$ cat src/sv/cvdc_pkg.sv
// Shared types and constants for the 3x3 convolution filter with divide and clamp.
package cvdc_pkg;

    localparam int PIX_W         = 8;
    localparam int POS_W         = 10;
    localparam int HGT_W         = 11;
    localparam int MAX_HEIGHT    = 1024;
    localparam int PIX_MAX       = 255;
    localparam int SUM_W         = 16;
    localparam int DIV_W         = 15;
    localparam int DVS_W         = 8;
    localparam int TAPS          = 3;
    localparam int CFG_DATA_W    = 63;
    localparam int CFG_INDEX_W   = 2;
    localparam int OUT_TDATA_W   = 32;
    localparam int MAX_WIDTH_DEF = 1024;
    localparam int COEF_BITS_DEF = 7;

    typedef enum logic [CFG_INDEX_W-1:0] {
        REG_COEF    = 2'd0,
        REG_DIVISOR = 2'd1,
        REG_WIDTH   = 2'd2,
        REG_HEIGHT  = 2'd3
    } cfg_reg_t;

    // one window column, index 0 is the oldest row
    typedef logic [TAPS-1:0][PIX_W-1:0] win_col_t;

    typedef struct packed {
        logic [POS_W-1:0] row;
        logic [POS_W-1:0] col;
        logic             last;
    } side_t;

    typedef struct packed {
        logic             valid;
        logic             neg;
        logic [DVS_W-1:0] rem;
        logic [DIV_W-1:0] num;
        logic [DIV_W-1:0] quo;
        side_t            side;
    } div_lane_t;

endpackage

$ cat src/sv/cvdc_div_cell.sv
// Divider cell: resolves one quotient bit per stage, restoring form.
module cvdc_div_cell (
    input  logic                              clk,
    input  logic                              rst_n,
    input  logic                              advance,
    input  logic [cvdc_pkg::DVS_W-1:0]        divisor,
    input  cvdc_pkg::div_lane_t               lane_in,
    output cvdc_pkg::div_lane_t               lane_out
);

    cvdc_pkg::div_lane_t          lane_reg;
    cvdc_pkg::div_lane_t          lane_next;
    logic [cvdc_pkg::DVS_W:0]     rem_sh;
    logic [cvdc_pkg::DVS_W:0]     rem_sub;
    logic                         ge;

    always_comb
    begin
        rem_sh    = {lane_in.rem, lane_in.num[cvdc_pkg::DIV_W-1]};
        ge        = rem_sh >= {1'b0, divisor};
        rem_sub   = rem_sh - {1'b0, divisor};
        lane_next = lane_in;
        lane_next.rem = ge ? rem_sub[cvdc_pkg::DVS_W-1:0] : rem_sh[cvdc_pkg::DVS_W-1:0];
        lane_next.num = {lane_in.num[cvdc_pkg::DIV_W-2:0], 1'b0};
        lane_next.quo = {lane_in.quo[cvdc_pkg::DIV_W-2:0], ge};
    end

    always_ff @(posedge clk or negedge rst_n)
    begin
        if (!rst_n)
        begin
            lane_reg <= '0;
        end
        else if (advance)
        begin
            lane_reg <= lane_next;
        end
    end

    assign lane_out = lane_reg;

endmodule

$ cat config.mk
export PLATFORM = sky130hd
export DESIGN_NAME = cvdc_div_cell
export DESIGN_NICKNAME = d
export VERILOG_FILES = /design/src/sv/cvdc_pkg.sv /design/src/sv/cvdc_div_cell.sv
export SDC_FILE = /design/constraint.sdc
export NUM_CORES = 1
export LEC_CHECK = 0
export BUFFER_PORTS_ARGS = -buffer_cell sky130_fd_sc_hd__buf_2
export CORE_UTILIZATION = 45
export CTS_BUF_LIST = sky130_fd_sc_hd__clkbuf_2
export DETAILED_ROUTE_END_ITERATION = 7
export PLACE_DENSITY = 0.78
export SYNTH_ARGS = -nofsm -noshare
export SYNTH_HDL_FRONTEND = slang
export SYNTH_SLANG_ARGS = --single-unit
export TNS_END_PERCENT = 20
$ cat constraint.sdc
create_clock -name clk -period 1.45 [get_ports clk]
set_input_delay 0.2175 -clock clk [delete_from_list [all_inputs] [get_ports clk]]
set_output_delay 0.2175 -clock clk [all_outputs]
set_load 0.02 [all_outputs]
# Word-level counts from Yosys, hierarchy flattened
# Index checks and enable logic that the tools add are counted.
# totals
reg_bits	60
out_inout_bits	61
wordCells	11
input_bits	72
# classes
n_lt_le_gt_ge	1
n_mux	1
addsub	1
# ops
op	n
9-bit by 8-bit greater-or-equal comparator with 1-bit output	1
8-bit two-way mux	1
8-bit subtractor	1

# Depth between registers and ports, before layout
# logic_depth
word_depth	2
ltp_mapped	8
depth_no_buf	8

# Worst setup path after synthesis
# No wires, ideal clock.
# synth_path
kind	input -> register
from	input divisor[6] (netlist bit)
to	register lane_reg (netlist bit lane_out[58])
arrival_ns	1.507
t_required_ns	1.317
slack_ns	-0.190
setup_time_ns	0.133
cell_stages	7
path_cell_list	inv_1 > ha_1 > a21oi_1 > o21ai_0 > and2_0 > o41ai_1 > a31oi_1
# synth_between
elab_chain_len	2
# synth_lines
item	line_no	source
start, declared	cvdc_div_cell.sv:6	input logic [cvdc_pkg::DVS_W-1:0] divisor,
8-bit subtractor / 9-bit by 8-bit greater-or-equal comparator with 1-bit output (equally long branches)	cvdc_div_cell.sv:21, cvdc_div_cell.sv:20	
8-bit two-way mux (*)	cvdc_div_cell.sv:23	lane_next.rem = ge ? rem_sub[cvdc_pkg::DVS_W-1:0] : rem_sh[cvdc_pkg::DVS_W-1:0];
end signal, assigned	cvdc_div_cell.sv:36	lane_reg <= lane_next;
end, declared	cvdc_div_cell.sv:11	cvdc_pkg::div_lane_t lane_reg;
# Mark *: on every way between the ends. The rest lies on a longest branch, timed or not.
# A chain may end at the register's enable or synchronous reset.

# Final worst setup path
# layout_path
from	register lane_reg (netlist bit lane_out[10])
to	output lane_out[10] (netlist bit)
# layout_lines
item	line_no	source
end, declared	cvdc_div_cell.sv:8	output cvdc_pkg::div_lane_t lane_out
# No word-level cell between the ends.

==> key figures <==
Finish
  – Post-layout util: between 70 and 80%
  – Area growth syn-to-layout: 60.1%
  – Max FFs per register: 60
  – Share of cells above drive strength 1: 54.6%
  – Final #Nets: 511
  – Diodes inserted: 0

Logic synthesis
  – Synthesized netlist cell count: 220
  – Post-Syn Nets: 301
  – Post-synth cell types: 41
  – Mapped cell area: around 2800 µm²
  – Register area share after synthesis: between 50% and 60%
  – Synth warn: 0
  – Avg Cell Area, Syn: 12.5 µm²
  – Post-synth EDFFs: 0
  – Ys flop type: dfrtp_1
  – Synth Register Bits: 60
  – Asr flop ratio synth: 100%

GRT
  – Vias in the first global route: 2475
  – Global-route wire length before repair: ~12000 µm
  – Total congestion overflow: 0
  – Pin count of the biggest net entering global routing: just over 60
  – Tot GR Track Use: between 20% and 30%
  – Antenna violations before repair: 0

Worst setup path
  – Worst path top cell family by delay: flip-flops
  – Worst Path Buf+Inv: 1
  – Startpoint Class: register
  – Critical path class: register to output pin
  – Critical path data arrival time: 1.04 ns
  – Worst setup EP type: output pin
  – Slowest cell on crit path: dfrtp_1
  – CP cell instances: buf_2
  – Worst Reg-to-Reg Cells: 3
  – Crit. path cell count: 1
  – Critical Path RT: 1.23 ns
  – Slowest stage delay, CP: ~0.42 ns
  – CP Max Fanout: 2

Floorplan
  – Die X: around 80 µm
  – Placement row count: 28
  – Die Ht: 80.2 µm
  – Ports: 133
  – Total die area: roughly 6400 µm²
  – Total core area: slightly below 6000 µm²
  – Initial core utilization: approximately 46%

Clock tree
  – Num CTS Buffers: 9
  – TritonCTS clock tree: built
  – Clock Latency Late Sink: between 0.4 and 0.5 ns
  – Post-CTS setup buffer count: 0
  – H-tree levels: 3
  – Worst-path clk slew: 0.16 ns
  – CTS Sinks: 60
  – Root Buffer: clkbuf_2
  – Clock Tree Buf Depth: 2
  – # resized after CTS: 0

Placed design
  – GP Congestion: roughly 0.84
  – HPWL Detailed: 4830 µm
  – Number of buffers added on ports: 130

Route
  – Routed WL: about 7600 µm
  – ANT nets after route: 0
  – Pre-antenna DRT Iters: 4
  – Initial drt markers: 110
  – Via count: 2511
  – Drt drc: 0
  – DR vias/cell: between 4 and 5
  – Per-cell routed wire length: approximately 15 µm

STA
  – Setup TNS: 0 ns
  – Final Max Tran Viols: 0
  – Final min period: around 1.3 ns
  – Unrepaired setup endpoints after global routing: false
  – Clock Skews: 0 ns
  – Final setup violating endpoints: 0
  – Endpoints failing hold: 0
  – Final worst path period share: a little under 90%
  – Max frequency: approximately 790 MHz

Pwr
  – Worst IR Drop VDD: 0.502 mV
  – Leak: around 2.1 nW
  – Pwr Density: roughly 900 nW/µm²

Worst hold path
  – WHS Path Cells: 3
  – HP Class: primary input to register

Job
  – Max cap viols: 0

Status
  – Status: completed
final timing paths:
kind | startpoint | endpoint | slack (ns)
max | lane_out[10] | lane_out[10] | 0.19
min | lane_in[51] | lane_out[52] | 0.05
max reg2reg | lane_out[58] | lane_out[58] | 0.53
min reg2reg | lane_out[20] | lane_out[20] | 0.52
max in group asynchronous | rst_n | lane_out[20] | 0.89
min in group asynchronous | rst_n | lane_out[3] | 0.30
area by class of cell:
cell class	instances	area [µm²]
tap	75	93.8
sequential	60	1500
clock buffer	11	55.1
timing repair buffer	207	1400
inverter	13	48.8
fill	387	1510
clock inverter	4	17.5
multi-input combinational	139	1290
metrics by stage:
stage | area (µm²) | hold WS [ns] | power (mW) | instances | setup slack [ns]
floorplan | 2880 | -0.0781 | 2.67 | 220 | -0.0321
global placement | 3810 | 0.241 | 3.13 | 442 | -0.186
detailed placement | 3810 | 0.254 | 3.16 | 442 | -0.206
CTS | 4410 | 0.0141 | 4.04 | 509 | 0.155
global route | 4410 | 0.0239 | 4.25 | 509 | 0.103
finish | 4410 | 0.0541 | 4.03 | 509 | 0.188
kinds of logic (layout without fill, tap and decap cells):
group                    after synthesis  after routing  share of synthesized area [%]
AO/OA/AOI/OAI                         42             42                           10.2
multiplexers                          51             51                           20.9
flip-flops                            60             60                           54.5
other                                  1              1                          0.136
XOR/XNOR                               2              2                          0.636
buffers and inverters                 21            235                           3.14
adder cells (fa/ha/maj)                9              9                           4.36
AND/OR/NAND/NOR                       34             34                           6.09
cells in the final DEF (no fill, tap or decap), types with 7 or more instances in the layout:
master         instances
buf_2                130
buf_4                 22
clkbuf_2              11
dfrtp_1               60
dlygate4sd3_1         52
inv_1                 13
mux2_2                51
nand2_1                7
nor2_1                 9
o21ai_0                9
cells in the mapped netlist (2+ instances only):
cell,n,share of area (%)
nor2_1,9,1.2
o21a_1,2,0.55
a21oi_1,4,0.73
o311ai_0,2,0.64
dfrtp_1,60,55
nand3_1,5,0.91
o31a_1,2,0.64
ha_1,8,3.6
mux2_2,51,21
nand2_1,8,1.1
or2_2,2,0.45
inv_1,13,1.8
nor2b_1,4,0.91
clkbuf_1,3,0.41
a21o_1,2,0.55
o21ai_0,12,2.2
a31oi_1,7,1.6
buf_2,3,0.55
report_power, final:
part	internal, mW	switching [mW]
sequential	1.86	0.100
combinational	0.631	0.673
clock	0.215	0.551
total	2.70	1.32
metal layers:
metal / track usage (%) / vias to the layer above / wire length (µm)
li1: - / 1207 / -
met1: 28.7 / 1193 / 3200
met2: 42.6 / 100 / 3790
met3: 6.25 / 11 / 502
met4: 8.75 / 0 / 92
met5: 0 / - / 0
what timing repair did:
action,CTS,global route
hold buffers,52,0
endpoints found under the setup margin,0,0
hold endpoints to repair,111,0
No activity file was read; power rests on OpenSTA's default activity.
