<file path="src/sv/cvdc_pkg.sv">
// Shared types and constants for the 3x3 convolution filter with divide and clamp.
package cvdc_pkg;

    localparam int PIX_W         = 8;
    localparam int POS_W         = 10;
    localparam int HGT_W         = 11;
    localparam int MAX_HEIGHT    = 1024;
    localparam int PIX_MAX       = 255;
    localparam int SUM_W         = 16;
    localparam int DIV_W         = 15;
    localparam int DVS_W         = 8;
    localparam int TAPS          = 3;
    localparam int CFG_DATA_W    = 63;
    localparam int CFG_INDEX_W   = 2;
    localparam int OUT_TDATA_W   = 32;
    localparam int MAX_WIDTH_DEF = 1024;
    localparam int COEF_BITS_DEF = 7;

    typedef enum logic [CFG_INDEX_W-1:0] {
        REG_COEF    = 2'd0,
        REG_DIVISOR = 2'd1,
        REG_WIDTH   = 2'd2,
        REG_HEIGHT  = 2'd3
    } cfg_reg_t;

    // one window column, index 0 is the oldest row
    typedef logic [TAPS-1:0][PIX_W-1:0] win_col_t;

    typedef struct packed {
        logic [POS_W-1:0] row;
        logic [POS_W-1:0] col;
        logic             last;
    } side_t;

    typedef struct packed {
        logic             valid;
        logic             neg;
        logic [DVS_W-1:0] rem;
        logic [DIV_W-1:0] num;
        logic [DIV_W-1:0] quo;
        side_t            side;
    } div_lane_t;

endpackage

</file>
<file path="src/sv/cvdc_win_cell.sv">
// Window column cell: holds one column of the 3x3 window and its partial sum.
module cvdc_win_cell #(
    parameter int COEF_BITS = cvdc_pkg::COEF_BITS_DEF
) (
    input  logic                                    clk,
    input  logic                                    rst_n,
    input  logic                                    shift,
    input  logic                                    advance,
    input  cvdc_pkg::win_col_t                      col_in,
    input  logic [cvdc_pkg::TAPS*COEF_BITS-1:0]     coefs,
    output cvdc_pkg::win_col_t                      col_out,
    output logic signed [COEF_BITS+10:0]            psum
);

    localparam int PSW = COEF_BITS + 11;

    cvdc_pkg::win_col_t       col_reg;
    logic signed [PSW-1:0]    psum_reg;
    logic signed [PSW-1:0]    psum_next;
    logic signed [COEF_BITS-1:0] coef_s [cvdc_pkg::TAPS];

    always_comb
    begin
        for (int i = 0; i < cvdc_pkg::TAPS; i++)
        begin
            coef_s[i] = $signed(coefs[i*COEF_BITS +: COEF_BITS]);
        end
    end

    always_comb
    begin
        psum_next = '0;
        for (int i = 0; i < cvdc_pkg::TAPS; i++)
        begin
            psum_next = psum_next
                + PSW'($signed({1'b0, col_reg[i]})) * PSW'(coef_s[i]);
        end
    end

    always_ff @(posedge clk or negedge rst_n)
    begin
        if (!rst_n)
        begin
            col_reg <= '0;
        end
        else if (shift)
        begin
            col_reg <= col_in;
        end
    end

    always_ff @(posedge clk)
    begin
        if (advance)
        begin
            psum_reg <= psum_next;
        end
    end

    assign col_out = col_reg;
    assign psum    = psum_reg;

endmodule

</file>
<file path="config.mk">
export PLATFORM = sky130hd
export DESIGN_NAME = cvdc_win_cell
export DESIGN_NICKNAME = d
export VERILOG_FILES = /design/src/sv/cvdc_pkg.sv /design/src/sv/cvdc_win_cell.sv
export SDC_FILE = /design/constraint.sdc
export NUM_CORES = 1
export LEC_CHECK = 0
export ABC_CLOCK_PERIOD_IN_PS = 8350
export BUFFER_PORTS_ARGS = -buffer_cell sky130_fd_sc_hd__buf_2
export CORE_ASPECT_RATIO = 1.5
export CORE_UTILIZATION = 55
export DETAILED_ROUTE_END_ITERATION = 16
export GPL_TIMING_DRIVEN = 0
export MAX_ROUTING_LAYER = met4
export PLACE_DENSITY = 0.76
export SLEW_MARGIN = 20
export SYNTH_ARGS = -nofsm -noshare
export SYNTH_HDL_FRONTEND = slang
export SYNTH_SLANG_ARGS = --single-unit
</file>
<file path="constraint.sdc">
create_clock -name clk -period 8.35 [get_ports clk]
set_clock_uncertainty 0.2 [all_clocks]
set_input_delay 1.2525 -clock clk [delete_from_list [all_inputs] [get_ports clk]]
set_output_delay 1.2525 -clock clk [all_outputs]
set_load 0.1 [all_outputs]
</file>
# Word level (Yosys, flattened, before mapping)

Index checks and enable logic that the tools add are counted.
W data, S select, Z words.

Multipliers: 3
$add $sub $neg: 2

Operator list:

| operator         | count |
|---|---|
| $mul A9 B7 Y16   | 3 |
| $add A17 B16 Y18 | 1 |
| $add A16 B16 Y17 | 1 |

Register bits: 42
Logic and storage cells: 9
Output and inout port bits: 42
Bits of input ports: 49

# Logic depth before layout (Yosys ltp)

Word-level depth: 3
Gate-level depth with buffers: 20
Mapped depth without buffers: 20

# Worst setup path after synthesis

No wires, ideal clock.

Path type: input port to flip-flop
From: in coefs[6] (netlist bit)
To: reg psum_reg[15], in the netlist psum[15], data pin
Slack: 1,289 ps
Required time: 8,013 ps
Data arrival time: 6,723 ps
Stages on the path: 18
Path buffers: 0
Library setup time: 137 ps
Cell sequence: nor2b_1 fa_1 inv_1 fa_1 inv_1 fa_1 fa_1 fa_1 fa_1 inv_1 fa_1 inv_1 ha_1 a21o_1 a221o_1 a211oi_4 or4b_1 nand4_1

Word-level cells in the longest chain between the ends: 3

Ends and longest elaborated chain:

| element              | line                | RTL |
|---|---|---|
| from (decl)          | cvdc_win_cell.sv:10 | `input logic [cvdc_pkg::TAPS*COEF_BITS-1:0] coefs,` |
| $mul A9 B7 Y16       | cvdc_win_cell.sv:36 | `+ PSW'($signed({1'b0, col_reg[i]})) * PSW'(coef_s[i]);` |
| $add A16 B16 Y17     | cvdc_win_cell.sv:36 |  |
| $add A17 B16 Y18     | cvdc_win_cell.sv:36 |  |
| net psum_next[15]    | cvdc_win_cell.sv:19 | `logic signed [PSW-1:0] psum_next;` |
| to (signal assigned) | cvdc_win_cell.sv:56 | `psum_reg <= psum_next;` |
| to (decl)            | cvdc_win_cell.sv:18 | `logic signed [PSW-1:0] psum_reg;` |

The timed path passes the listed nets, and every way through them passes these cells.
A chain may end at the register's enable or synchronous reset.

# Worst setup path after layout

Ends and elaborated chain as after synthesis.

==> results.toml <==
[min_path]
worstHoldEndpoint = "col_out[8]"
min_from = "col_out[8]"
min_path_type = "register to register"
worstHoldPathCells = 1

[logic_synthesis]
async_flop_share = 0.571
ys_seq_elements = 42
avgSynthCellArea_um2 = 10.2
netlist_instances = 750
synth_fp_nets = 1038
synth_ff_type = "dfrtp_1"
synthDistinctLibCells = 35
synthesis.area_um2 = 7620
synth_top_cell_by_area = "fa_1"
ys_seq_area_frac = 0.150
ys_top_cells_by_area = "fa_1 (38%), ha_1 (16%), inv_1 (9.7%)"
yosys_warnings = 0
synth_top_cell_area_share = 0.376
synth_edf_count = 18

[sta]
min_period_ns = 7.26
fin_tns_setup_ns = 0
setup_viol = 0
period_share = 0.870
max_clock_freq_ghz = 0.138
slew_headroom = 0.457
worstMarginPinSlew_ns = 0.814
drv_slew = 0
layout_setup_ws_ns = 1.09
rsz0062_at_grt = "no"
whs_ns = 0.512
hold_viol_final = 0

[routing]
routed_via_density = 5.25
routed_wl_mm = 16.2
vias = 5298
drc = 2
drt_pass1_iterations = 12
drt_first_iter_violations = 211
postRouteAntennaNets = 0
post_drt_wl_per_cell_um = 16.1

[cells_and_area]
fin_nets = 1134
multiInputGateArea_um2 = 5730
drive_gt1_frac = 0.143
syn2layout_area_growth_pct = 10.7
instances_no_fill = 1009
antenna_cells = 0
largest_reg_flops = 24
seq_area_um2 = 1140
fillers = 1160

[placed_design]
dpl_worst_slack_ns = 0.779
dp.cells = 1001
dp_hpwl_mm = 13.9
numPortBuffers = 89
place.gp.congestion = 0.840

[setup_path]
cp.required_ns = 8.31
reg2reg_depth = 17
crit_top_cell = "fa_1"
ff2ff_setup_slack_ns = 1.68
cpMaxStageDelayCell = "fa_1"
cp_max_fo = 11
r2r-end = "psum[15]"
slowest_delay_ns = 0.54
crit_path_cell_trace = "buf_2, nor2b_1, fa_1, inv_1, fa_1, inv_1, fa_1, fa_1, fa_1, fa_1, inv_1, fa_1, inv_1, ha_1, a21o_1, a221o_1, a211oi_4, or4b_1, nand4_1"
worst_ep_arrival_time_ns = 7.22
end_kind = "register"
reg2reg_from = "col_out[1]"
critPathLaunchType = "input port"
path_class = "input port to register"

[clock_network]
cts_hold_buf = 0
path_clk_slew_ns = 0.06
cts_resized = 0
numCtsBuffers = 5
cts_tree = "built"
cts_setup_buffers = 0
cts.sinks = 42
root_buffer = "clkbuf_16"
clockBufferDepth = 2
htree_levels = 2
clock_latency_ns = 0.29

[die]
die_h_um = 146
dieArea_um2 = 14300
io_pins = 91
core_um2 = 13500
start_util = 0.563
rows = 52
fp.dieW_um = 98.1

[run]
cap_violations = 0

[global_route]
met3_usage = 0.0177
grt_max_degree = 25
overflow = 0
busiest_layer = "met2"
track_usage = 0.256
met1_usage = 0.274
grt_pass1_vias = 5746
grt_pass1_wl_mm = 27.1
grtUsageMet2 = 0.466
antenna_found_initial = 0

[run_status]
failed_checks = "design-rule violations"
status = "complete, but fails checks"
-- layer usage --
metal	wire length, um	vias up
met4	954	0
met2	9010	124
met3	428	47
li1	-	2461
met1	5830	2666
met5	0	-
-- Yosys cell counts, drive strengths merged, types with 3 or more instances --
| cell | number |
|---|---|
| dfrtp | 24 |
| nand2b | 10 |
| ha | 96 |
| xnor2 | 6 |
| xor2 | 5 |
| o21ai | 4 |
| clkbuf | 4 |
| nand2 | 51 |
| edfxtp | 18 |
| fa | 143 |
| nor2 | 20 |
| nand3 | 5 |
| and2 | 98 |
| nor2b | 4 |
| a21o | 5 |
| inv | 196 |
| a21oi | 12 |
| nor3 | 4 |
| a211oi | 3 |
| mux2 | 24 |
-- per-stage QoR --
| stage | instance area [um^2] | utilization |
|---|---|---|
| floorplan | 7620 | - |
| global placement | 8270 | 0.611 |
| detailed placement | 8270 | 0.611 |
| CTS | 8440 | 0.623 |
| global route | 8440 | 0.623 |
| finish | 8440 | 0.623 |
-- layout by cell type, fill, tap and decap left out --
master / netlist / routed
a221o_1: 1 / 1
clkbuf_16: 0 / 5
o21a_1: 1 / 1
or4b_1: 1 / 1
xnor2_1: 6 / 6
or3_1: 1 / 1
nand4b_1: 1 / 1
nor4b_1: 2 / 2
a21oi_1: 12 / 12
a2111oi_0: 1 / 1
inv_1: 196 / 196
nand2b_1: 10 / 10
nand4_1: 1 / 1
a31oi_1: 2 / 2
nor2b_1: 4 / 4
clkinvlp_4: 0 / 1
bufinv_16: 0 / 1
a21boi_0: 1 / 1
xor2_1: 5 / 5
nor3_1: 4 / 4
a211oi_1: 2 / 2
o21ai_0: 4 / 4
a211oi_4: 1 / 1
o211ai_1: 1 / 1
ha_1: 96 / 96
a21o_1: 5 / 5
and3_1: 2 / 2
nand3_1: 5 / 5
edfxtp_1: 18 / 18
clkbuf_1: 4 / 5
buf_2: 0 / 89
mux2_2: 24 / 24
nor2_1: 20 / 20
fa_1: 143 / 143
and2_1: 98 / 98
nand2_1: 51 / 51
o31ai_1: 1 / 1
dfrtp_1: 24 / 24
nor4_1: 2 / 2
-- final cells by class --
cell class              count  area share
multi-input cells         508       0.679
flip-flops and latches     42       0.135
inverters                 196      0.0872
repair buffers             89      0.0528
well taps                 162      0.0240
clock buffers               6      0.0153
clock inverters             2     0.00445
plain buffers               4     0.00178
-- cell families after synthesis --
| kind of cell | synth area share |
|---|---|
| compound gates | 0.0281 |
| xor+xnor | 0.0126 |
| fa+ha+maj | 0.533 |
| buf+inv | 0.0985 |
| flops | 0.150 |
| mux | 0.0355 |
| simple gates | 0.142 |
-- how the worst max path moves through the flow --
stage	start	endpoint	slack, ns	cells after the start
floorplan	coefs[6]	psum[15]	1.29	18
global placement	coefs[6]	psum[15]	0.80	19
detailed placement	coefs[6]	psum[15]	0.78	19
CTS	coefs[6]	psum[15]	1.07	19
global route	coefs[6]	psum[15]	0.85	18
finish	coefs[6]	psum[15]	1.09	19
-- critical path, delay by kind of cell --
family                     cells  cell delay (ns)
adders and majority gates      8             3.86
AOI/OAI and AO/OA              3             0.99
and+or+nand+nor                3             0.73
buffers and inverters          5             0.37
Power is left out: the tool's default activity adds up to more than one toggle a clock period on the data nets, which glitch-free logic cannot reach.
